==> src/design/usc_pkg.sv <==
// Shared types and constants for the Unix-seconds-to-calendar converter.
// Holds the config struct, register index codes and the reciprocal divide constants.
// No dependencies.
`default_nettype none

package usc_pkg;

    // Calendar constants
    localparam int unsigned SECS_PER_DAY  = 86400;
    localparam int unsigned SECS_PER_HOUR = 3600;
    localparam int unsigned SECS_PER_MIN  = 60;
    localparam int unsigned DAYS_SHIFT    = 719468;
    localparam int unsigned DAYS_PER_ERA  = 146097;
    localparam int unsigned DOE_LAST      = 146096;
    localparam int unsigned DAYS_4Y       = 1460;
    localparam int unsigned DAYS_100Y     = 36524;
    localparam int unsigned YEARS_PER_ERA = 400;

    // 32-bit time spans only two eras after the day shift
    localparam int unsigned ERA_LO        = DAYS_SHIFT / DAYS_PER_ERA;
    localparam int unsigned ERA_HI_DAY    = (ERA_LO + 1) * DAYS_PER_ERA - DAYS_SHIFT;
    localparam int unsigned ERA_LO_DOE    = DAYS_SHIFT - ERA_LO * DAYS_PER_ERA;
    localparam int unsigned YEAR_ERA_LO   = ERA_LO * YEARS_PER_ERA;
    localparam int unsigned YEAR_ERA_HI   = (ERA_LO + 1) * YEARS_PER_ERA;

    // Pipeline depth: accepting edge to result-accepting edge
    localparam int unsigned LAT = 11;

    // Reciprocal constants: floor(x/D) = (x*M) >> S, M = ceil(2^S/D), S = xbits + log2(D)
    // seconds -> days: t/86400 = (t>>7)/675
    localparam int unsigned DAY_SH = 7;
    localparam int unsigned DAY_D  = SECS_PER_DAY >> DAY_SH;
    localparam int unsigned DAY_S  = 35;
    localparam logic [25:0] DAY_M  =
        26'(((64'd1 << DAY_S) + 64'(DAY_D) - 64'd1) / 64'(DAY_D));

    // seconds of day -> hour: sod/3600 = (sod>>4)/225
    localparam int unsigned HR_SH = 4;
    localparam int unsigned HR_D  = SECS_PER_HOUR >> HR_SH;
    localparam int unsigned HR_S  = 21;
    localparam logic [13:0] HR_M  =
        14'(((64'd1 << HR_S) + 64'(HR_D) - 64'd1) / 64'(HR_D));

    // seconds of hour -> minute: rem/60 = (rem>>2)/15
    localparam int unsigned MN_SH = 2;
    localparam int unsigned MN_D  = SECS_PER_MIN >> MN_SH;
    localparam int unsigned MN_S  = 14;
    localparam logic [10:0] MN_M  =
        11'(((64'd1 << MN_S) + 64'(MN_D) - 64'd1) / 64'(MN_D));

    // weekday quotient: (days+4)/7
    localparam int unsigned WD_D  = 7;
    localparam int unsigned WD_S  = 19;
    localparam logic [16:0] WD_M  =
        17'(((64'd1 << WD_S) + 64'(WD_D) - 64'd1) / 64'(WD_D));

    // doe/1460
    localparam int unsigned Q4_S  = 29;
    localparam logic [18:0] Q4_M  =
        19'(((64'd1 << Q4_S) + 64'(DAYS_4Y) - 64'd1) / 64'(DAYS_4Y));

    // year of era: x/365
    localparam int unsigned DAYS_Y = 365;
    localparam int unsigned YR_S   = 27;
    localparam logic [18:0] YR_M   =
        19'(((64'd1 << YR_S) + 64'(DAYS_Y) - 64'd1) / 64'(DAYS_Y));

    // yoe/100
    localparam int unsigned C_D   = 100;
    localparam int unsigned C_S   = 16;
    localparam logic [9:0]  C_M   =
        10'(((64'd1 << C_S) + 64'(C_D) - 64'd1) / 64'(C_D));

    // month index: (5*doy+2)/153 folded into one multiply-add
    localparam int unsigned MP_D  = 153;
    localparam int unsigned MP_S  = 19;
    localparam logic [11:0] MP_M  =
        12'(((64'd1 << MP_S) + 64'(MP_D) - 64'd1) / 64'(MP_D));
    localparam logic [14:0] MP_A  = 15'(5 * MP_M);
    localparam logic [23:0] MP_B  = 24'(2 * MP_M);

    // month start: (153*mp+2)/5 folded into one multiply-add
    localparam int unsigned DY_D  = 5;
    localparam int unsigned DY_S  = 14;
    localparam logic [11:0] DY_M  =
        12'(((64'd1 << DY_S) + 64'(DY_D) - 64'd1) / 64'(DY_D));
    localparam logic [18:0] DY_A  = 19'(MP_D * DY_M);
    localparam logic [23:0] DY_B  = 24'(2 * DY_M);

    // Register index codes (paddr[2])
    typedef enum logic {
        REG_SYNC_OFFSET = 1'b0,
        REG_TZ_HOURS    = 1'b1
    } t_usc_reg;

    // Configuration seen by the datapath
    typedef struct packed {
        logic [31:0] sync_offset;
        logic [5:0]  tz_hours;
    } t_usc_cfg;

endpackage

`default_nettype wire

==> src/design/usc_regs.sv <==
// APB configuration registers of the calendar converter: sync offset and timezone.
// Depends on usc_pkg (register codes, config struct).
`default_nettype none

module usc_regs
    import usc_pkg::*;
(
    input  wire         i_clk,
    input  wire         i_rst_n,
    input  wire         psel,
    input  wire         penable,
    input  wire         pwrite,
    input  wire  [2:0]  paddr,
    input  wire  [31:0] pwdata,
    output logic [31:0] prdata,
    output logic        pready,
    output t_usc_cfg    o_cfg
);

    logic        wr_en;
    t_usc_reg    reg_sel;
    logic [31:0] r_sync_offset;
    logic [5:0]  r_tz_hours;

    assign pready  = 1'b1;
    assign wr_en   = psel & penable & pwrite & pready;
    assign reg_sel = t_usc_reg'(paddr[2]);

    // register writes on the access phase
    always_ff @(posedge i_clk) begin
        if (!i_rst_n) begin
            r_sync_offset <= '0;
            r_tz_hours    <= '0;
        end else if (wr_en) begin
            case (reg_sel)
                REG_SYNC_OFFSET: r_sync_offset <= pwdata;
                REG_TZ_HOURS:    r_tz_hours    <= pwdata[5:0];
                default: ;
            endcase
        end
    end

    // read mux
    always_comb begin
        case (reg_sel)
            REG_SYNC_OFFSET: prdata = r_sync_offset;
            REG_TZ_HOURS:    prdata = {26'd0, r_tz_hours};
            default:         prdata = '0;
        endcase
    end

    assign o_cfg.sync_offset = r_sync_offset;
    assign o_cfg.tz_hours    = r_tz_hours;

endmodule

`default_nettype wire

==> src/design/usc_pipe.sv <==
// Eleven-stage datapath: local time sum, day split, era/day-of-era, civil date.
// Constant divides use reciprocal multiplies. Depends on usc_pkg.
`default_nettype none

module usc_pipe
    import usc_pkg::*;
(
    input  wire         i_clk,
    input  wire         i_rst_n,
    input  wire         i_vld,
    input  wire  [31:0] i_uptime_seconds,
    input  t_usc_cfg    i_cfg,
    output logic        o_vld,
    output logic [5:0]  o_second,
    output logic [5:0]  o_minute,
    output logic [4:0]  o_hour,
    output logic [4:0]  o_day,
    output logic [3:0]  o_month,
    output logic [11:0] o_year,
    output logic [2:0]  o_wday
);

    // valid bit per stage
    logic [LAT-1:0] r_vld;

    // stage 1: local time
    logic signed [17:0] tz_sec;
    logic [31:0] n_s1_t, r_s1_t;

    // stage 2: day count
    logic [50:0] day_prod;
    logic [15:0] n_s2_days, r_s2_days;
    logic [16:0] r_s2_tlo;

    // stage 3: second of day, day of era, weekday quotient
    logic [16:0] n_s3_sod, r_s3_sod;
    logic        n_s3_era5, r_s3_era5;
    logic [17:0] n_s3_doe, r_s3_doe;
    logic [15:0] r_s3_days4;
    logic [32:0] wd_prod;
    logic [12:0] n_s3_wdq, r_s3_wdq;

    // stage 4: hour, leap corrections, weekday
    logic [26:0] hr_prod;
    logic [36:0] q4_prod;
    logic [4:0]  n_s4_hour, r_s4_hour;
    logic [6:0]  n_s4_a, r_s4_a;
    logic [2:0]  n_s4_b, r_s4_b;
    logic        n_s4_c, r_s4_c;
    logic [2:0]  n_s4_wday, r_s4_wday;
    logic [16:0] r_s4_sod;
    logic [17:0] r_s4_doe;
    logic        r_s4_era5;

    // stage 5: second of hour, leap-adjusted day of era
    logic [11:0] n_s5_rem, r_s5_rem;
    logic [17:0] n_s5_x, r_s5_x;
    logic [4:0]  r_s5_hour;
    logic [17:0] r_s5_doe;
    logic        r_s5_era5;
    logic [2:0]  r_s5_wday;

    // stage 6: minute, year of era
    logic [20:0] mn_prod;
    logic [36:0] yr_prod;
    logic [5:0]  n_s6_minute, r_s6_minute;
    logic [8:0]  n_s6_yoe, r_s6_yoe;
    logic [11:0] r_s6_rem;
    logic [4:0]  r_s6_hour;
    logic [17:0] r_s6_doe;
    logic        r_s6_era5;
    logic [2:0]  r_s6_wday;

    // stage 7: second, century count
    logic [18:0] c_prod;
    logic [5:0]  n_s7_second, r_s7_second;
    logic [1:0]  n_s7_yq100, r_s7_yq100;
    logic [5:0]  r_s7_minute;
    logic [4:0]  r_s7_hour;
    logic [17:0] r_s7_doe;
    logic        r_s7_era5;
    logic [8:0]  r_s7_yoe;
    logic [2:0]  r_s7_wday;

    // stage 8: day of year
    logic [17:0] yr_start;
    logic [8:0]  n_s8_doy, r_s8_doy;
    logic [5:0]  r_s8_second, r_s8_minute;
    logic [4:0]  r_s8_hour;
    logic        r_s8_era5;
    logic [8:0]  r_s8_yoe;
    logic [2:0]  r_s8_wday;

    // stage 9: month index
    logic [23:0] mp_prod;
    logic [3:0]  n_s9_mp, r_s9_mp;
    logic [8:0]  r_s9_doy;
    logic [5:0]  r_s9_second, r_s9_minute;
    logic [4:0]  r_s9_hour;
    logic        r_s9_era5;
    logic [8:0]  r_s9_yoe;
    logic [2:0]  r_s9_wday;

    // stage 10: month start, month, year
    logic [23:0] dy_prod;
    logic [8:0]  n_s10_q5, r_s10_q5;
    logic [3:0]  n_s10_month, r_s10_month;
    logic [11:0] n_s10_year, r_s10_year;
    logic        jan_feb;
    logic [8:0]  r_s10_doy;
    logic [5:0]  r_s10_second, r_s10_minute;
    logic [4:0]  r_s10_hour;
    logic [2:0]  r_s10_wday;

    // stage 11: output registers
    logic [4:0]  n_s11_day, r_s11_day;
    logic [5:0]  r_s11_second, r_s11_minute;
    logic [4:0]  r_s11_hour;
    logic [3:0]  r_s11_month;
    logic [11:0] r_s11_year;
    logic [2:0]  r_s11_wday;

    // stage 1: uptime + offset + timezone, wraps mod 2^32
    assign tz_sec = 18'($signed(i_cfg.tz_hours) * $signed(18'(SECS_PER_HOUR)));
    assign n_s1_t = i_uptime_seconds + i_cfg.sync_offset + 32'(tz_sec);

    // stage 2: days = t / 86400
    assign day_prod  = 51'(r_s1_t[31:DAY_SH]) * 51'(DAY_M);
    assign n_s2_days = 16'(day_prod >> DAY_S);

    // stage 3: sod by low-bit subtract, era select, weekday quotient
    assign n_s3_sod  = r_s2_tlo - 17'(17'(r_s2_days) * 17'(SECS_PER_DAY));
    assign n_s3_era5 = (r_s2_days >= 16'(ERA_HI_DAY));
    assign n_s3_doe  = n_s3_era5 ? (18'(r_s2_days) - 18'(ERA_HI_DAY))
                                 : (18'(r_s2_days) + 18'(ERA_LO_DOE));
    // (days+4)*M = days*M + 4*M
    assign wd_prod   = 33'(r_s2_days) * 33'(WD_M) + 33'(4 * WD_M);
    assign n_s3_wdq  = 13'(wd_prod >> WD_S);

    // stage 4
    assign hr_prod   = 27'(r_s3_sod[16:HR_SH]) * 27'(HR_M);
    assign n_s4_hour = 5'(hr_prod >> HR_S);
    assign q4_prod   = 37'(r_s3_doe) * 37'(Q4_M);
    assign n_s4_a    = 7'(q4_prod >> Q4_S);
    assign n_s4_b    = 3'(r_s3_doe >= 18'(DAYS_100Y))
                     + 3'(r_s3_doe >= 18'(2 * DAYS_100Y))
                     + 3'(r_s3_doe >= 18'(3 * DAYS_100Y))
                     + 3'(r_s3_doe >= 18'(4 * DAYS_100Y));
    assign n_s4_c    = (r_s3_doe >= 18'(DOE_LAST));
    assign n_s4_wday = r_s3_days4[2:0] - 3'(3'(r_s3_wdq) * 3'(WD_D));

    // stage 5
    assign n_s5_rem = r_s4_sod[11:0] - 12'(12'(r_s4_hour) * 12'(SECS_PER_HOUR));
    assign n_s5_x   = r_s4_doe - 18'(r_s4_a) + 18'(r_s4_b) - 18'(r_s4_c);

    // stage 6
    assign mn_prod     = 21'(r_s5_rem[11:MN_SH]) * 21'(MN_M);
    assign n_s6_minute = 6'(mn_prod >> MN_S);
    assign yr_prod     = 37'(r_s5_x) * 37'(YR_M);
    assign n_s6_yoe    = 9'(yr_prod >> YR_S);

    // stage 7
    assign n_s7_second = r_s6_rem[5:0] - 6'(r_s6_minute * 6'(SECS_PER_MIN));
    assign c_prod      = 19'(r_s6_yoe) * 19'(C_M);
    assign n_s7_yq100  = 2'(c_prod >> C_S);

    // stage 8: doy = doe - (365*yoe + yoe/4 - yoe/100)
    assign yr_start = 18'(r_s7_yoe) * 18'(DAYS_Y) + 18'(r_s7_yoe >> 2)
                    - 18'(r_s7_yq100);
    assign n_s8_doy = 9'(r_s7_doe - yr_start);

    // stage 9
    assign mp_prod = 24'(r_s8_doy) * 24'(MP_A) + MP_B;
    assign n_s9_mp = 4'(mp_prod >> MP_S);

    // stage 10: month and civil year
    assign dy_prod     = 24'(r_s9_mp) * 24'(DY_A) + DY_B;
    assign n_s10_q5    = 9'(dy_prod >> DY_S);
    assign jan_feb     = (r_s9_mp >= 4'd10);
    assign n_s10_month = jan_feb ? (r_s9_mp - 4'd9) : (r_s9_mp + 4'd3);
    assign n_s10_year  = (r_s9_era5 ? 12'(YEAR_ERA_HI) : 12'(YEAR_ERA_LO))
                       + 12'(r_s9_yoe) + 12'(jan_feb);

    // stage 11: day of month, true value 1..31 so low bits suffice
    assign n_s11_day = r_s10_doy[4:0] - r_s10_q5[4:0] + 5'd1;

    // valid chain
    always_ff @(posedge i_clk) begin
        if (!i_rst_n) begin
            r_vld <= '0;
        end else begin
            r_vld <= {r_vld[LAT-2:0], i_vld};
        end
    end

    // payload stages, no reset
    always_ff @(posedge i_clk) begin
        r_s1_t       <= n_s1_t;

        r_s2_days    <= n_s2_days;
        r_s2_tlo     <= r_s1_t[16:0];

        r_s3_sod     <= n_s3_sod;
        r_s3_era5    <= n_s3_era5;
        r_s3_doe     <= n_s3_doe;
        r_s3_days4   <= r_s2_days + 16'd4;
        r_s3_wdq     <= n_s3_wdq;

        r_s4_hour    <= n_s4_hour;
        r_s4_a       <= n_s4_a;
        r_s4_b       <= n_s4_b;
        r_s4_c       <= n_s4_c;
        r_s4_wday    <= n_s4_wday;
        r_s4_sod     <= r_s3_sod;
        r_s4_doe     <= r_s3_doe;
        r_s4_era5    <= r_s3_era5;

        r_s5_rem     <= n_s5_rem;
        r_s5_x       <= n_s5_x;
        r_s5_hour    <= r_s4_hour;
        r_s5_doe     <= r_s4_doe;
        r_s5_era5    <= r_s4_era5;
        r_s5_wday    <= r_s4_wday;

        r_s6_minute  <= n_s6_minute;
        r_s6_yoe     <= n_s6_yoe;
        r_s6_rem     <= r_s5_rem;
        r_s6_hour    <= r_s5_hour;
        r_s6_doe     <= r_s5_doe;
        r_s6_era5    <= r_s5_era5;
        r_s6_wday    <= r_s5_wday;

        r_s7_second  <= n_s7_second;
        r_s7_yq100   <= n_s7_yq100;
        r_s7_minute  <= r_s6_minute;
        r_s7_hour    <= r_s6_hour;
        r_s7_doe     <= r_s6_doe;
        r_s7_era5    <= r_s6_era5;
        r_s7_yoe     <= r_s6_yoe;
        r_s7_wday    <= r_s6_wday;

        r_s8_doy     <= n_s8_doy;
        r_s8_second  <= r_s7_second;
        r_s8_minute  <= r_s7_minute;
        r_s8_hour    <= r_s7_hour;
        r_s8_era5    <= r_s7_era5;
        r_s8_yoe     <= r_s7_yoe;
        r_s8_wday    <= r_s7_wday;

        r_s9_mp      <= n_s9_mp;
        r_s9_doy     <= r_s8_doy;
        r_s9_second  <= r_s8_second;
        r_s9_minute  <= r_s8_minute;
        r_s9_hour    <= r_s8_hour;
        r_s9_era5    <= r_s8_era5;
        r_s9_yoe     <= r_s8_yoe;
        r_s9_wday    <= r_s8_wday;

        r_s10_q5     <= n_s10_q5;
        r_s10_month  <= n_s10_month;
        r_s10_year   <= n_s10_year;
        r_s10_doy    <= r_s9_doy;
        r_s10_second <= r_s9_second;
        r_s10_minute <= r_s9_minute;
        r_s10_hour   <= r_s9_hour;
        r_s10_wday   <= r_s9_wday;

        r_s11_day    <= n_s11_day;
        r_s11_second <= r_s10_second;
        r_s11_minute <= r_s10_minute;
        r_s11_hour   <= r_s10_hour;
        r_s11_month  <= r_s10_month;
        r_s11_year   <= r_s10_year;
        r_s11_wday   <= r_s10_wday;
    end

    assign o_vld    = r_vld[LAT-1];
    assign o_second = r_s11_second;
    assign o_minute = r_s11_minute;
    assign o_hour   = r_s11_hour;
    assign o_day    = r_s11_day;
    assign o_month  = r_s11_month;
    assign o_year   = r_s11_year;
    assign o_wday   = r_s11_wday;

`ifndef SYNTH
    // every accepted item reaches the output
    a_lat_fwd: assert property (@(posedge i_clk) disable iff (!i_rst_n)
        i_vld |-> ##(LAT) o_vld)
        else $error("accepted item did not reach output");

    // no result without a matching accept
    a_lat_bwd: assert property (@(posedge i_clk) disable iff (!i_rst_n)
        o_vld |-> $past(i_vld, LAT))
        else $error("result without accepted item");

    // time-of-day and weekday fields stay in range
    a_time_rng: assert property (@(posedge i_clk) disable iff (!i_rst_n)
        o_vld |-> (o_second < 6'd60) && (o_minute < 6'd60)
                  && (o_hour < 5'd24) && (o_wday < 3'd7))
        else $error("time field out of range");

    // date split stays in range
    a_date_rng: assert property (@(posedge i_clk) disable iff (!i_rst_n)
        o_vld |-> (o_month >= 4'd1) && (o_month <= 4'd12) && (o_day >= 5'd1)
                  && !((o_month == 4'd2) && (o_day > 5'd29)))
        else $error("date field out of range");
`endif

endmodule

`default_nettype wire

==> src/design/unix_seconds_to_calendar.sv <==
// A transfer accepted at one edge passes through every pipeline stage register before its result strobe.
// Throughput: one transfer per cycle; busy stays low, the eleven-stage pipeline sets the rate.
// Reset (synchronous, active low) clears the pipeline valid bits and both config registers.
// Depends on usc_pkg, usc_regs and usc_pipe.
`default_nettype none

module unix_seconds_to_calendar
    import usc_pkg::*;
(
    input  wire         i_clk,
    input  wire         i_rst_n,
    // config port
    input  wire         psel,
    input  wire         penable,
    input  wire         pwrite,
    input  wire  [2:0]  paddr,
    input  wire  [31:0] pwdata,
    output logic [31:0] prdata,
    output logic        pready,
    // command side
    input  wire         start,
    output logic        busy,
    input  wire  [31:0] i_uptime_seconds,
    // result side
    output logic        o_valid,
    output logic [5:0]  o_second,
    output logic [5:0]  o_minute,
    output logic [4:0]  o_hour,
    output logic [4:0]  o_day_of_month,
    output logic [3:0]  o_month,
    output logic [11:0] o_year,
    output logic [2:0]  o_weekday
);

    t_usc_cfg cfg;
    logic     in_xfer;

    // fully pipelined, never stalls
    assign busy    = 1'b0;
    assign in_xfer = start & ~busy;

    usc_regs u_regs (
        .i_clk   (i_clk),
        .i_rst_n (i_rst_n),
        .psel    (psel),
        .penable (penable),
        .pwrite  (pwrite),
        .paddr   (paddr),
        .pwdata  (pwdata),
        .prdata  (prdata),
        .pready  (pready),
        .o_cfg   (cfg)
    );

    usc_pipe u_pipe (
        .i_clk            (i_clk),
        .i_rst_n          (i_rst_n),
        .i_vld            (in_xfer),
        .i_uptime_seconds (i_uptime_seconds),
        .i_cfg            (cfg),
        .o_vld            (o_valid),
        .o_second         (o_second),
        .o_minute         (o_minute),
        .o_hour           (o_hour),
        .o_day            (o_day_of_month),
        .o_month          (o_month),
        .o_year           (o_year),
        .o_wday           (o_weekday)
    );

endmodule

`default_nettype wire

==> config.mk <==
export PLATFORM = sky130hd
export DESIGN_NAME = unix_seconds_to_calendar
export DESIGN_NICKNAME = d
export VERILOG_FILES = /design/src/design/usc_pkg.sv /design/src/design/usc_regs.sv /design/src/design/usc_pipe.sv /design/src/design/unix_seconds_to_calendar.sv
export SDC_FILE = /design/constraint.sdc
export NUM_CORES = 2
export LEC_CHECK = 0
export BUFFER_PORTS_ARGS = -buffer_cell sky130_fd_sc_hd__buf_2
export CORE_MARGIN = 2
export CORE_UTILIZATION = 60
export DETAILED_ROUTE_END_ITERATION = 8
export PLACE_DENSITY = 0.77
export SYNTH_ARGS = -nofsm -noshare
export SYNTH_HDL_FRONTEND = slang
export SYNTH_SLANG_ARGS = --single-unit
==> constraint.sdc <==
create_clock -name i_clk -period 9.2 [get_ports i_clk]
set_input_delay 0.46 -clock i_clk [delete_from_list [all_inputs] [get_ports i_clk]]
set_output_delay 0.46 -clock i_clk [all_outputs]
set_load 0.03 [all_outputs]
# == Yosys cells after proc, flatten, opt, wreduce, memory -nomap -nowiden ==
# Index checks and enable logic that the tools add are counted.
# op_classes
add_sub_neg,27
n_mul,15
div_mod_pow,0
n_lt_le_gt_ge,6
n_eq_ne,0
shifts,0
muxes,4
n_bitwise,3
n_reduce_logical,2
# ops
cell,count
$mul A18 B16 Y33 const B,2
$add A32 B32 Y32,2
$pmux W32 S2,1
$mul A25 B26 Y51 const B,1
$ge A18 B17 Y1 const B,2
$mul A13 B14 Y26 const B,1
$add A23 B13 Y23 const B,1
$mul A9 B15 Y23 const B,1
$add A22 B19 Y22 const B,1
$mul A16 B17 Y22 const B,1
$mul A10 B11 Y20 const B,1
$add A19 B13 Y19 const B,1
$mul A4 B19 Y19 const B,1
$add A16 B18 Y18 const B,1
$add A18 B3 Y18,1
$ge A18 B16 Y1 const B,1
$ge A18 B18 Y1 const B,1
$mux W18,1
$sub A18 B1 Y18,1
$sub A18 B7 Y18,1
$sub A16 B14 Y17 const B,1
$sub A17 B17 Y17,1
$ge A16 B14 Y1 const B,1
$mul A16 B10 Y10 const B,1
27 further kinds,30
# totals
register_bits,499
latch_bits,0
ramBits,0
romBits,0
in_bits,73
output_inout_bits,76
wordCells,127
mem_count,0

# == Longest topological paths before layout ==
# depth
depth_word,4
mapped_depth,28

# == By module ==
# A second synthesis with hierarchy kept.
# hier_totals
hier_cells,4639
area_unflattened_um2,48451.5
# modules_own_cells
mod,n_inst,cells_per_inst,area_each_um2,seq_area_each_um2
usc_pipe,1,4439,46667.3,9228.9
usc_regs,1,198,1773.0,760.7
unix_seconds_to_calendar,1,2,11.3,0.0

# == Worst setup path after synthesis ==
# No wires, ideal clock.
# synth_timing
path_kind,register -> register
from,register u_regs.r_tz_hours[3]
to,register u_pipe.r_s1_t[31]
setup_ns,0.120
arrival_ns,6.567
required_time_ns,9.080
setup_slack_ns,2.513
path_stages_with_launch,26
n_path_buf,0
path_cell_list,dfxtp_1 > fa_1 > inv_1 > fa_1 > inv_1 > fa_1 > ha_1 > ha_1 > inv_1 > nor2_1 > o21ai_0 > nand2b_1 > a21o_1 > a21oi_1 > xnor2_1 > fa_1 > inv_1 > ha_1 > and3_1 > a311o_1 > a211oi_1 > o21ai_1 > a41oi_2 > o21ai_0 > a21oi_1 > xnor2_1
# synth_between
elab_chain_cells,2
# synth_rtl
element,line_no,source
from (decl),usc_regs.sv:23,logic [5:0] r_tz_hours;
from (signal assigned),usc_regs.sv:37,REG_TZ_HOURS: r_tz_hours <= pwdata[5:0];
$mul A6 B9 Y14,usc_pipe.sv:124,assign tz_sec = 18'($signed(i_cfg.tz_hours) * $signed(18'(SECS_PER_HOUR)));
$add A32 B32 Y32,usc_pipe.sv:125,assign n_s1_t = i_uptime_seconds + i_cfg.sync_offset + 32'(tz_sec);
net u_pipe.n_s1_t[31],usc_pipe.sv:28,"logic [31:0] n_s1_t, r_s1_t;"
to (signal assigned),usc_pipe.sv:198,r_s1_t <= n_s1_t;
to (decl),usc_pipe.sv:28,
# The timed path passes the listed nets, and every way through them passes these cells.
# A chain may end at the register's enable or synchronous reset.

# == Final worst setup path ==
# Ends and elaborated chain as after synthesis.

==> metrics.md <==
| Metric | Value |
|---|---|
| Status | `finished clean` |
| Initial antenna violation count | `0` |
| Cell area after placement | `just under 50000 sq um` |
| WP data arrival | `roughly 7.4 ns` |
| Commonest non-fill, non-tap cells in the layout | `ha_1 (1149), inv_1 (1144), fa_1 (588)` |
| Io pins | `approximately 150` |
| Area delta synth->final | `8.08%` |
| Avg WL per Cell | `about 16 um` |
| Hold Crit Class | `in -> reg` |
| Total gr overflow | `0` |
| Num Clock Sinks | `499` |
| CTS tree | `yes` |
| Syn_nets | `between 6000 and 7000` |
| Root buffer cell | `clkbuf_16` |
| R2r setup slk | `2.26 ns` |
| Distinct cell type count after synthesis | `~70` |
| Required @ worst endpoint | `9.69 ns` |
| Post-cts sizing count | `0` |
| Routed WL | `approximately 90000 um` |
| GR Util met1 | `around 29%` |
| RSZ-0062 raised after global routing | `no` |
| Core Util, Final | `about 65%` |
| Hold Crit Endpoint | `u_pipe.r_vld[0]` |
| Relative slew margins | `between 20% and 30%` |
| Avg Synthesized Cell Area | `between 10 and 15 sq um` |
| Syn. warnings | `0` |
| Setup total negative slack | `0 ns` |
| Yosys top cell by area | `ha_1` |
| Clock Path Buffers | `3` |
| Crit path max-delay family | `adder cells` |
| Largest net degree at the start of global routing | `50` |
| Tmin final | `a little under 7 ns` |
| Post-route cell area | `around 50000 sq um` |
| CP max-delay cell | `xnor2_2` |
| Worst-path fanout max | `15` |
| CTS clock-pin slew for the worst setup and hold paths | `approximately 0.060 ns` |
| Hold Path Origin | `start` |
| GRT Overall Usage | `~23%` |
| Max stage delay on crit path | `~0.87 ns` |
| First-pass GRT wire length | `154000 um` |
| Syn Inst Count | `between 4000 and 5000` |
| Worst-Skew Late Latency | `about 0.63 ns` |
| Crit start category | `flop` |
| CTS Hold Bufs | `0` |
| DR iter-0 viols | `around 1100` |
| Synth Register Bits | `roughly 500` |
| Row count | `slightly above 100` |
| Starting Density | `about three fifths` |
| Slew @ Worst Pin | `roughly 1.1 ns` |
| Asr flop ratio synth | `0%` |
| Port bufs | `around 140` |
| Post-CTS setup buffer count | `0` |
| Htree depth | `2` |
| CP Buf/Inv Count | `4` |
| Total stage count of the critical path | `25` |
| Vias per cell | `5.10` |
| # DRC | `0` |
| Max Cap Viol | `0` |
| Commonest non-fill, non-tap cell in the layout | `ha_1` |
| Finish-stage setup viols | `0` |
| GP Congestion | `roughly 0.9` |
| Achievable Freq | `144 MHz` |
| Post-route clock period utilization | `about three quarters` |
| Number of global-route vias before repair | `31800` |
| Die Wd | `between 200 and 300 um` |
| Synth top area cells | `ha_1 (30%), fa_1 (25%), dfxtp_1 (21%)` |
| Post-DRT Antenna Nets | `0` |
| GR Util met3 | `under 10%` |
| Max Clock Skew | `about 0.029 ns` |
| Seq/Total Area, Yosys | `21.0%` |
| Number of synthesized flops with an enable pin | `0` |
| Synth top area share | `approximately 30%` |
| Gr busiest metal | `met2` |
| Crit Path Class | `reg -> reg` |
| Grt met2 use | `about two fifths` |
| CP Capture Type | `flop` |
| Mapped Area | `around 48000 sq um` |
| Slew Viols, Final | `0` |
| Hold Path Depth | `2` |
| Layout cells sized above 1 | `5.93%` |
| Reg2Reg Launch Point | `u_regs.r_tz_hours[3]` |
| Final net count | `roughly 6500` |
| Drt first pass iters | `5` |
| Detail Placement HPWL | `between 70000 and 80000 um` |
| R2R cell count | `25` |
| RR Endpoint | `u_pipe.r_s1_t[31]` |
| Number of CTS-inserted buffers | `between 50 and 60` |
| Via count | `29500` |
| Main synth FF type | `dfxtp_1` |
| Full die area | `~81000 sq um` |
| Die height | `around 290 um` |
| CORE AREA | `78700 sq um` |
| # diodes | `0` |
| Final Hold Vio Count | `0` |
==> synthesized netlist by cell type (3+ instances only) <==
cell type	number
o21ai_1	6
nand3_1	26
fa_1	588
a21boi_1	4
a21oi_1	133
inv_1	1144
or2_2	8
and3_1	9
o21a_1	28
clkbuf_1	17
nor4_1	4
nand2b_1	17
and4_1	4
o21bai_1	21
nor3_1	18
a31o_2	6
or3_1	6
nand2_1	131
nand4_1	17
nor2_1	97
nor2b_1	28
dfxtp_1	499
and2_1	19
a31oi_1	11
o211ai_1	6
o21ai_0	80
xor2_1	51
a2111oi_0	6
a211oi_1	12
a211oi_2	3
a21o_1	79
a21boi_0	40
o31ai_1	4
mux2i_1	8
mux2_2	6
ha_1	1149
xnor2_1	168
==> cells by family after synthesis <==
logic type	after synthesis	synth area share, %
buffers and inverters	1165	9.21
xor gates and xnor gates	219	4.03
DFF	499	21.0
adders and majority gates	1737	55.0
and+or+nand+nor	390	3.88
other	2	0.0158
AOI/OAI and AO/OA	469	6.53
muxes	14	0.311
==> worst max-delay path by stage <==
stage               slack, ns                 start              endpoint
finish                   2.26  u_regs.r_tz_hours[3]     u_pipe.r_s1_t[31]
global route             1.67  u_regs.r_tz_hours[3]     u_pipe.r_s1_t[31]
CTS                      2.18  u_regs.r_tz_hours[3]     u_pipe.r_s1_t[31]
detailed placement       2.19  u_regs.r_tz_hours[3]     u_pipe.r_s1_t[31]
global placement         2.31     u_pipe.r_s1_t[12]  u_pipe.r_s2_days[15]
floorplan                2.51  u_regs.r_tz_hours[3]     u_pipe.r_s1_t[31]
==> routing by layer <==
layer  vias up  share of wire [%]
li1      14500                  -
met1     14300                 43
met2       482                 50
met3       151                3.3
met4         0                3.3
met5         -                  0
==> layout make-up <==
cell class	count	area (sq um)
clock buffers	66	1460
clock inverters	32	372
fillers	6028	27400
inverters	1145	4300
multi-input cells	2831	33200
flip-flops and latches	499	9990
well taps	1050	1310
repair buffers	151	773
==> registers in the layout, indices dropped and copies added, names as in the netlist, 16 cells and up <==
register	cells
u_pipe.r_s5_x	18
u_regs.r_sync_offset	32
u_pipe.r_s3_sod	17
u_pipe.r_s4_doe	18
u_pipe.r_s2_tlo	17
u_pipe.r_s3_doe	18
u_pipe.r_s2_days	16
u_pipe.r_s1_t	32
==> metrics by stage <==
stage | instances | worst slack [ns] | hold slack [ns]
2_1_floorplan | 4495 | 2.51 | 0.310
3_3_place_gp | 5676 | 2.31 | 0.310
3_5_place_dp | 5676 | 2.19 | 0.312
4_1_cts | 5774 | 2.18 | 0.0329
5_1_grt | 5774 | 1.67 | 0.0478
6_report | 5774 | 2.26 | 0.0646
Power is not shown: default switching activity piles up to over one toggle a cycle in this logic, so the estimate is an artifact.
